File: config.mk
export PLATFORM = sky130hd
export DESIGN_NAME = page_bitmap_allocator
export DESIGN_NICKNAME = d
export VERILOG_FILES = /design/src/hdl/pba_pkg.sv /design/src/hdl/pba_find_zero.sv /design/src/hdl/page_bitmap_allocator.sv
export SDC_FILE = /design/constraint.sdc
export NUM_CORES = 1
export LEC_CHECK = 0
export BUFFER_PORTS_ARGS = -buffer_cell sky130_fd_sc_hd__buf_2
export CORE_MARGIN = 2
export CORE_UTILIZATION = 63
export CTS_CLUSTER_SIZE = 12
export DETAILED_ROUTE_END_ITERATION = 6
export GPL_ROUTABILITY_DRIVEN = 0
export PLACE_DENSITY_LB_ADDON = 0.05
export SLEW_MARGIN = 0
export SYNTH_ARGS = -nofsm -noshare
export SYNTH_HDL_FRONTEND = slang
export SYNTH_SLANG_ARGS = --single-unit
File: constraint.sdc
create_clock -name i_clk -period 5.05 [get_ports i_clk]
set_input_delay 0.505 -clock i_clk [delete_from_list [all_inputs] [get_ports i_clk]]
set_output_delay 0.505 -clock i_clk [all_outputs]
set_load 0.02 [all_outputs]
File: src/hdl/pba_pkg.sv
// shared types and codes for the page bitmap allocator
`timescale 1ns / 1ps

package pba_pkg;

    // widths of the fixed request and result fields
    localparam int unsigned WORD_BITS = 32;
    localparam int unsigned BIT_W     = 5;
    localparam int unsigned REQ_W     = 2;
    localparam int unsigned IDX_W     = 9;
    localparam int unsigned CNT_W     = 10;
    localparam int unsigned STAT_W    = 2;

    // request kinds
    localparam logic [REQ_W-1:0] REQ_ALLOC = 2'd0;
    localparam logic [REQ_W-1:0] REQ_GIVEN = 2'd1;
    localparam logic [REQ_W-1:0] REQ_FREE  = 2'd2;
    localparam logic [REQ_W-1:0] REQ_CLEAR = 2'd3;

    // result status codes
    localparam logic [STAT_W-1:0] ST_OK     = 2'd0;
    localparam logic [STAT_W-1:0] ST_NOFREE = 2'd1;
    localparam logic [STAT_W-1:0] ST_RANGE  = 2'd2;
    localparam logic [STAT_W-1:0] ST_STATE  = 2'd3;

    // sequencer states
    typedef enum logic [2:0] {
        S_INIT,
        S_IDLE,
        S_RD,
        S_LOAD,
        S_ALLOC,
        S_GIVEN,
        S_FREE,
        S_DONE
    } t_state;

    // answer of the lowest-zero search over one bitmap word
    typedef struct packed {
        logic                 found;
        logic [BIT_W-1:0]     bit_idx;
        logic [WORD_BITS-1:0] onehot;
    } t_find;

endpackage

File: src/hdl/pba_find_zero.sv
// lowest clear bit search over one 32-bit bitmap word
`timescale 1ns / 1ps

module pba_find_zero (
    input  logic [pba_pkg::WORD_BITS-1:0] i_word,
    output pba_pkg::t_find                o_res
);

    logic [pba_pkg::WORD_BITS-1:0] inv;
    logic [pba_pkg::WORD_BITS-1:0] low;
    logic [pba_pkg::BIT_W-1:0]     enc;

    // isolate the lowest free bit
    assign inv = ~i_word;
    assign low = inv & (~inv + pba_pkg::WORD_BITS'(1));

    // encode the one-hot position
    always_comb begin
        enc = '0;
        for (int b = 0; b < pba_pkg::WORD_BITS; b++) begin
            if (low[b]) begin
                enc = enc | pba_pkg::BIT_W'(b);
            end
        end
    end

    assign o_res.found   = |inv;
    assign o_res.bit_idx = enc;
    assign o_res.onehot  = low;

endmodule

File: src/hdl/page_bitmap_allocator.sv
// page bitmap allocator top level: sequencer, bitmap memory and result registers
`timescale 1ns / 1ps

// One bit per page, BITMAP_WORDS words of 32 bits, lowest RESERVED_PAGES pages (at most
// 32) always taken. A request is taken when start is high and busy is low; busy stays
// high until the single result beat has been shown on the o_ result ports for one cycle
// with o_strobe high. The receiver cannot stall that beat. Timing is set by the bitmap
// memory's single read port and the single lowest-zero search. Allocate-count reads the
// bitmap words in turn, takes free pages from each word one by one and moves on to the
// next word when that word has none left; free examines pages one by one from the given
// page, reading each new word that it enters; allocate-given reads the page's word once
// and tests its bit; a rejected request goes straight to its result beat. Clear sweeps
// the memory word by word before its result beat. After reset the same sweep runs
// with busy high before the first request is taken.
module page_bitmap_allocator #(
    parameter int unsigned BITMAP_WORDS   = 16,
    parameter int unsigned RESERVED_PAGES = 2
) (
    input  logic                         i_clk,
    input  logic                         i_rst_n,
    input  logic                         start,
    output logic                         busy,
    input  logic [pba_pkg::REQ_W-1:0]    i_req_type,
    input  logic [pba_pkg::IDX_W-1:0]    i_page_index,
    input  logic [pba_pkg::CNT_W-1:0]    i_page_count,
    output logic                         o_strobe,
    output logic [pba_pkg::STAT_W-1:0]   o_status,
    output logic [pba_pkg::IDX_W-1:0]    o_first_page,
    output logic [pba_pkg::CNT_W-1:0]    o_pages_done
);

    localparam int unsigned TOTAL   = BITMAP_WORDS * pba_pkg::WORD_BITS;
    localparam int unsigned WI      = (BITMAP_WORDS > 1) ? $clog2(BITMAP_WORDS) : 1;
    localparam int unsigned PGW_RAW = $clog2(TOTAL + 1);
    localparam int unsigned PGW     = (PGW_RAW > 11) ? PGW_RAW : 11;
    localparam logic [pba_pkg::WORD_BITS-1:0] RES_MASK =
        (RESERVED_PAGES >= 32) ? {pba_pkg::WORD_BITS{1'b1}} :
        ((pba_pkg::WORD_BITS'(1) << RESERVED_PAGES) - pba_pkg::WORD_BITS'(1));
    localparam logic [PGW-1:0] TOTAL_PG = PGW'(TOTAL);
    localparam logic [PGW-1:0] RES_PG   = PGW'(RESERVED_PAGES);
    localparam logic [WI-1:0]  LAST_W   = WI'(BITMAP_WORDS - 1);

    pba_pkg::t_state r_state, n_state;

    logic [pba_pkg::REQ_W-1:0]     r_req,    n_req;
    logic [WI-1:0]                 r_widx,   n_widx;
    logic [PGW-1:0]                r_page,   n_page;
    logic [pba_pkg::CNT_W-1:0]     r_left,   n_left;
    logic [pba_pkg::CNT_W-1:0]     r_done,   n_done;
    logic [pba_pkg::IDX_W-1:0]     r_first,  n_first;
    logic [pba_pkg::STAT_W-1:0]    r_status, n_status;
    logic [pba_pkg::WORD_BITS-1:0] r_word,   n_word;
    logic                          r_clr_req, n_clr_req;

    logic [pba_pkg::WORD_BITS-1:0] mem [BITMAP_WORDS];
    logic [pba_pkg::WORD_BITS-1:0] r_rdata;
    logic                          mem_we;
    logic [WI-1:0]                 mem_wa;
    logic [pba_pkg::WORD_BITS-1:0] mem_wd;

    pba_pkg::t_find                fz;
    logic                          accept;
    logic                          last_one;
    logic                          last_word;
    logic [PGW-1:0]                alloc_page;
    logic [PGW-1:0]                req_page;
    logic [PGW-1:0]                next_page;
    logic [pba_pkg::WORD_BITS-1:0] page_bit;
    logic                          page_set;
    logic                          word_end;
    logic                          req_in_range;
    logic                          free_in_range;

    // lowest-zero search unit, used by allocate-count only
    pba_find_zero u_find (
        .i_word (r_word),
        .o_res  (fz)
    );

    // common decode
    assign accept        = start && !busy;
    assign last_one      = (r_left == pba_pkg::CNT_W'(1));
    assign last_word     = (r_widx == LAST_W);
    assign alloc_page    = (PGW'(r_widx) << pba_pkg::BIT_W) | PGW'(fz.bit_idx);
    assign req_page      = PGW'(i_page_index);
    assign next_page     = r_page + PGW'(1);
    assign page_bit      = pba_pkg::WORD_BITS'(1) << r_page[pba_pkg::BIT_W-1:0];
    assign page_set      = |(r_word & page_bit);
    assign word_end      = (r_page[pba_pkg::BIT_W-1:0] == {pba_pkg::BIT_W{1'b1}});
    assign req_in_range  = (req_page < TOTAL_PG);
    assign free_in_range = req_in_range && (req_page >= RES_PG);

    // next state
    always_comb begin
        n_state = r_state;
        case (r_state)
            pba_pkg::S_INIT: begin
                if (last_word) begin
                    n_state = r_clr_req ? pba_pkg::S_DONE : pba_pkg::S_IDLE;
                end
            end
            pba_pkg::S_IDLE: begin
                if (accept) begin
                    case (i_req_type)
                        pba_pkg::REQ_ALLOC: begin
                            n_state = (i_page_count == '0) ? pba_pkg::S_DONE : pba_pkg::S_RD;
                        end
                        pba_pkg::REQ_GIVEN: begin
                            n_state = req_in_range ? pba_pkg::S_RD : pba_pkg::S_DONE;
                        end
                        pba_pkg::REQ_FREE: begin
                            n_state = ((i_page_count != '0) && free_in_range) ?
                                      pba_pkg::S_RD : pba_pkg::S_DONE;
                        end
                        default: begin
                            n_state = pba_pkg::S_INIT;
                        end
                    endcase
                end
            end
            pba_pkg::S_RD: begin
                n_state = pba_pkg::S_LOAD;
            end
            pba_pkg::S_LOAD: begin
                case (r_req)
                    pba_pkg::REQ_ALLOC: n_state = pba_pkg::S_ALLOC;
                    pba_pkg::REQ_GIVEN: n_state = pba_pkg::S_GIVEN;
                    default:            n_state = pba_pkg::S_FREE;
                endcase
            end
            pba_pkg::S_ALLOC: begin
                if (fz.found) begin
                    if (last_one) begin
                        n_state = pba_pkg::S_DONE;
                    end
                end else begin
                    n_state = last_word ? pba_pkg::S_DONE : pba_pkg::S_RD;
                end
            end
            pba_pkg::S_GIVEN: begin
                n_state = pba_pkg::S_DONE;
            end
            pba_pkg::S_FREE: begin
                if (!page_set || last_one) begin
                    n_state = pba_pkg::S_DONE;
                end else if (word_end) begin
                    n_state = (next_page >= TOTAL_PG) ? pba_pkg::S_DONE : pba_pkg::S_RD;
                end
            end
            pba_pkg::S_DONE: begin
                n_state = pba_pkg::S_IDLE;
            end
            default: begin
                n_state = pba_pkg::S_IDLE;
            end
        endcase
    end

    // outputs and memory write port
    always_comb begin
        busy     = 1'b1;
        o_strobe = 1'b0;
        mem_we   = 1'b0;
        mem_wa   = r_widx;
        mem_wd   = r_word;
        case (r_state)
            pba_pkg::S_INIT: begin
                mem_we = 1'b1;
                mem_wd = (r_widx == '0) ? RES_MASK : '0;
            end
            pba_pkg::S_IDLE: begin
                busy = 1'b0;
            end
            pba_pkg::S_ALLOC: begin
                mem_we = !fz.found || last_one;
                mem_wd = r_word | (fz.found ? fz.onehot : '0);
            end
            pba_pkg::S_GIVEN: begin
                mem_we = !page_set;
                mem_wd = r_word | page_bit;
            end
            pba_pkg::S_FREE: begin
                mem_we = !page_set || last_one || word_end;
                mem_wd = r_word & ~(page_set ? page_bit : '0);
            end
            pba_pkg::S_DONE: begin
                o_strobe = 1'b1;
            end
            default: begin
                busy = 1'b1;
            end
        endcase
    end

    assign o_status     = r_status;
    assign o_first_page = r_first;
    assign o_pages_done = r_done;

    // datapath next values
    always_comb begin
        n_req     = r_req;
        n_widx    = r_widx;
        n_page    = r_page;
        n_left    = r_left;
        n_done    = r_done;
        n_first   = r_first;
        n_status  = r_status;
        n_word    = r_word;
        n_clr_req = r_clr_req;
        case (r_state)
            pba_pkg::S_INIT: begin
                n_widx = last_word ? '0 : r_widx + WI'(1);
            end
            pba_pkg::S_IDLE: begin
                if (accept) begin
                    n_req     = i_req_type;
                    n_page    = req_page;
                    n_left    = i_page_count;
                    n_done    = '0;
                    n_first   = '0;
                    n_status  = pba_pkg::ST_OK;
                    n_clr_req = 1'b0;
                    case (i_req_type)
                        pba_pkg::REQ_ALLOC: begin
                            n_widx = '0;
                            if (i_page_count == '0) begin
                                n_status = pba_pkg::ST_NOFREE;
                            end
                        end
                        pba_pkg::REQ_GIVEN: begin
                            n_widx = req_page[pba_pkg::BIT_W +: WI];
                            if (!req_in_range) begin
                                n_status = pba_pkg::ST_RANGE;
                            end
                        end
                        pba_pkg::REQ_FREE: begin
                            n_widx = req_page[pba_pkg::BIT_W +: WI];
                            if (i_page_count == '0) begin
                                n_status = pba_pkg::ST_NOFREE;
                            end else if (!free_in_range) begin
                                n_status = pba_pkg::ST_RANGE;
                            end
                        end
                        default: begin
                            n_widx    = '0;
                            n_clr_req = 1'b1;
                        end
                    endcase
                end
            end
            pba_pkg::S_LOAD: begin
                n_word = r_rdata;
            end
            pba_pkg::S_ALLOC: begin
                if (fz.found) begin
                    n_word = r_word | fz.onehot;
                    n_done = r_done + pba_pkg::CNT_W'(1);
                    n_left = r_left - pba_pkg::CNT_W'(1);
                    if (r_done == '0) begin
                        n_first = alloc_page[pba_pkg::IDX_W-1:0];
                    end
                end else if (last_word) begin
                    n_status = pba_pkg::ST_NOFREE;
                end else begin
                    n_widx = r_widx + WI'(1);
                end
            end
            pba_pkg::S_GIVEN: begin
                if (page_set) begin
                    n_status = pba_pkg::ST_STATE;
                end else begin
                    n_done = pba_pkg::CNT_W'(1);
                end
            end
            pba_pkg::S_FREE: begin
                if (!page_set) begin
                    n_status = pba_pkg::ST_STATE;
                end else begin
                    n_word = r_word & ~page_bit;
                    n_done = r_done + pba_pkg::CNT_W'(1);
                    n_left = r_left - pba_pkg::CNT_W'(1);
                    n_page = next_page;
                    if (!last_one && word_end) begin
                        if (next_page >= TOTAL_PG) begin
                            n_status = pba_pkg::ST_RANGE;
                        end else begin
                            n_widx = next_page[pba_pkg::BIT_W +: WI];
                        end
                    end
                end
            end
            default: begin
                n_word = r_word;
            end
        endcase
    end

    // control registers
    always_ff @(posedge i_clk) begin
        if (!i_rst_n) begin
            r_state   <= pba_pkg::S_INIT;
            r_widx    <= '0;
            r_clr_req <= 1'b0;
        end else begin
            r_state   <= n_state;
            r_widx    <= n_widx;
            r_clr_req <= n_clr_req;
        end
    end

    // payload registers
    always_ff @(posedge i_clk) begin
        r_req    <= n_req;
        r_page   <= n_page;
        r_left   <= n_left;
        r_done   <= n_done;
        r_first  <= n_first;
        r_status <= n_status;
        r_word   <= n_word;
    end

    // bitmap memory, one write and one registered read port
    always_ff @(posedge i_clk) begin
        if (mem_we) begin
            mem[mem_wa] <= mem_wd;
        end
        r_rdata <= mem[r_widx];
    end

    // a result beat lasts exactly one cycle
    a_strobe_single: assert property (@(posedge i_clk) disable iff (!i_rst_n)
        o_strobe |=> !o_strobe)
        else $error("result strobe held for more than one cycle");

    // an accepted request keeps the block busy in the next cycle
    a_accept_busy: assert property (@(posedge i_clk) disable iff (!i_rst_n)
        (start && !busy) |=> busy)
        else $error("block not busy after taking a request");

    // only allocate-count reports a first page
    a_first_page: assert property (@(posedge i_clk) disable iff (!i_rst_n)
        (o_strobe && (o_first_page != '0)) |-> (r_req == pba_pkg::REQ_ALLOC))
        else $error("first page reported on a request other than allocate-count");

    // memory reads stay inside the bitmap
    a_read_range: assert property (@(posedge i_clk) disable iff (!i_rst_n)
        (r_state == pba_pkg::S_RD) |-> ({1'b0, r_widx} < (WI + 1)'(BITMAP_WORDS)))
        else $error("bitmap read beyond last word");

    // given-page success always reports exactly one page
    a_given_one: assert property (@(posedge i_clk) disable iff (!i_rst_n)
        (o_strobe && (r_req == pba_pkg::REQ_GIVEN) && (o_status == pba_pkg::ST_OK))
        |-> (o_pages_done == pba_pkg::CNT_W'(1)))
        else $error("allocate-given success without one page done");

endmodule

==> flow_summary.yaml <==
power:
  share_comb_of_total_power_pct: 5.4
  power-per-cell-area_nw_per_um2: 360
  switching_share_pct: 20.9
  sequentialPowerShare_pct: 53.1
  total_switching_power_w: 0.00230
  power.static_leakage_nw: 9.83
  clockPowerShare_pct: 41.5
  internal-power_w: 0.00868
  vdd.ir_drop.worst_uv: 396
drt:
  dr.first_iter.drc_count: 2842
  vias_per_cell: 7.02
  drt-pass1-iter-count: 7
  wire_length_per_cell_um: 29.2
  num_vias: 16700
  postRouteWirelength_um: 69700
  drcViolationCount: 0
  postRouteAntennaNets: 0
setup_path:
  r2r_start: "r_page[0]$_DFFE_PP_"
  timing.critical_path.arrival_ns: 4.20
  cp.required_ns: 5.29
  critPathCaptureType: "flop"
  setup.worst_path.start_class: "flop"
  criticalPathCategory: "reg2reg"
  r2r.worst_path.cells: 11
  cp-startpoint: "r_page[0]$_DFFE_PP_"
  timing.reg2reg.setup_slack_ns: 1.09
  maximum_net_fanout_on_the_critical_path: 26
layout:
  fin_util_pct: 71.0
  area_growth_pct: 11.8
  drive_above_1_share_pct: 22.6
  fillers: 2660
  final_area_um2: 30500
  layout_nets: 1795
cts:
  cts_tree: "done"
  cts_resized: 0
  clk_pin_slew_worst_setup_hold_paths_ns: 0.06
  cts-buffers-inserted: 66
  ctsHoldBuffers: 0
  htree_num_levels: 3
  cts_post_setup_buffers_inserted: 0
  cts.sinks: 628
  clock_insertion_delay_worst_skew_ns: 0.59
  ctsRootBufferMaster: "clkbuf_16"
  ctsLongestPathBuffers: 3
grt:
  first_global_vias: 16000
  grt_util_all_layers_pct: 32.1
  grt_start_max_net_pins: 109
  globalRoute.totalOverflow: 0
  grt_antenna_before_repair: 2
  grt_first_pass_wirelength_um: 104000
timing:
  period_minus_slack_ns: 3.96
  report.final.hold_viol_count: 0
  relSlewSlack_pct: 11.2
  tightestPinTransition_ns: 1.33
  tcrit_tclk_final_pct: 78.5
  final-max-slew-violation-count: 0
  setup_viol: 0
  grt_setup_unrepaired: "false"
  clock-skew-final_ns: 0.0302
  totalNegativeSetupSlack_ns: 0
  fin_ws_ns: 1.09
  maximum_clock_frequency_mhz: 252
synthesis:
  asyncSetResetFlopFracSynth_pct: 0
  synth_fp_nets: 1735
  synth.ff_latch_count: 628
  synth_cells: 1693
  syn_avg_cell_area_um2: 16.1
  synth_cell_type_count: 85
  synth-seq-area-share_pct: 67.8
  netlist_area_um2: 27200
  edff_count_synth: 588
  ys_dominant_reg_cell: "edfxtp_1"
  ys_warn_count: 0
floorplan:
  height_of_the_chip_um: 212
  ios: 47
  initial_cell_density_of_the_core_pct: 63.5
  die_x_um: 212
  fp.dieArea_um2: 44900
  rows: 76
  design.core.area_um2: 42900
job:
  drv.max_cap_violation_count: 0
placed_design:
  dp.final_hpwl_um: 44100
  port_buffers: 46
  placement.cell_area_um2: 28400
  post-place-ws_ns: 1.18
run_status:
  run_status: "complete, no violations"
worst_hold_path:
  hold_path_depth: 1
  min-delay-start: "i_req_type[0]"
  holdCritPathClass: "in2reg"
==> area by class of cell <==
type	count	area [µm²]	share of cell area (%)
Antenna cell	1	2.50	0.00822
Clock buffer	99	1840	6.03
Clock inverter	15	166	0.546
Inverter	27	101	0.333
Multi-Input combinational cell	919	8390	27.5
Sequential cell	628	18500	60.7
Tap cell	585	732	2.40
Timing Repair Buffer	111	756	2.48
==> sequential cells by signal (all words and copies together), names as in the netlist <==
register	count
o_first_page	9
r_word	32
r_req	2
r_state	3
r_page	11
r_rdata	32
r_clr_req	1
o_status	2
o_pages_done	10
mem	512
mem_wa	4
r_left	10
==> synthesized netlist by cell type (10+ instances only) <==
library cell  instances  area, µm²
a211oi_1             15        113
a21o_1               12       90.1
a21oi_1             104        521
a22oi_1              10       75.1
a31oi_1              17        106
and3_1               17        106
buf_1                13       48.8
buf_2                22        110
clkbuf_1             78        293
dfxtp_1              40        801
edfxtp_1            588      17700
ha_1                 18        225
inv_1                26       97.6
mux4_2              160       3600
nand2_1             132        495
nand3_1              57        285
nand4_1              14       87.6
nor2_1               70        263
nor2b_1              13       81.3
nor3_1               19       95.1
o21ai_0              66        330
xnor2_1              13        114
xor2_1               12        105
==> cell families (layout without fill, tap and decap cells) <==
group,count (synthesis),count (layout),synth area share (%)
flops,628,628,67.8
xor+xnor,25,25,0.804
compound gates,319,319,7.58
mux,172,172,13.8
simple gates,385,385,7.04
buf+inv,146,252,2.25
other cells,0,1,0
fa+ha+maj,18,18,0.827
==> critical path, cell delays in order, from the launching register on <==
cell and delay (ns):
edfxtp_1 0.48, ha_1 0.32, ha_1 0.36, and3b_1 0.28, a32o_1 0.22, a2111oi_2 0.32, and3_1 0.22, buf_4 0.19
o22ai_4 0.15, buf_4 0.28, a21oi_4 0.31, buf_4 0.42
==> layer usage <==
metal / GRT usage [%] / vias to the layer above / wire length [µm]
met5: 0 / - / 18
met4: 12.3 / 2 / 2730
met3: 7.28 / 235 / 7870
met2: 46.7 / 1200 / 31100
met1: 48.2 / 8366 / 28000
li1: - / 6928 / -
==> through the flow <==
stage | hold WS, ns | std cells | power (W)
finish | 0.127 | 2385 | 0.0110
global route | 0.109 | 2384 | 0.0113
CTS | 0.0958 | 2384 | 0.0110
detailed placement | 0.490 | 2270 | 0.00652
global placement | 0.494 | 2270 | 0.00651
floorplan | 0.467 | 1693 | 0.00631
==> cells in the final DEF, fill, tap and decap left out, types with 7 or more instances in the layout <==
cell / count
edfxtp_1: 588
mux4_2: 160
nand2_1: 131
a21oi_1: 87
nor2_1: 69
clkbuf_16: 67
o21ai_0: 65
buf_4: 62
nand3_1: 57
buf_2: 46
dfxtp_1: 35
clkbuf_1: 28
inv_1: 26
nor3_1: 18
ha_1: 18
and3_1: 17
a31oi_1: 17
a21oi_4: 16
a211oi_1: 15
nand4_1: 14
xnor2_1: 13
nor2b_1: 12
a21o_1: 12
xor2_1: 12
a22oi_1: 10
nor4_1: 8
and2_1: 8
o31ai_1: 8
nand3b_1: 8
o221ai_1: 7
o211ai_1: 7
==> power groups by stage <==
stage               combinational, W  clock (W)  sequential, W
detailed placement          0.000590          0        0.00593
global placement            0.000581          0        0.00593
global route                0.000630    0.00480        0.00583
floorplan                   0.000409          0        0.00590
finish                      0.000595    0.00455        0.00583
CTS                         0.000597    0.00461        0.00583
==> worst paths after layout <==
kind / end
worst max register to register: mem[3][17]$_DFFE_PP_
worst max-delay path: mem[3][17]$_DFFE_PP_
worst min register to register: r_word[27]$_DFFE_PP_
worst min-delay path: r_req[0]$_DFFE_PP_
Note: power is estimated with default switching activity, not from simulation.
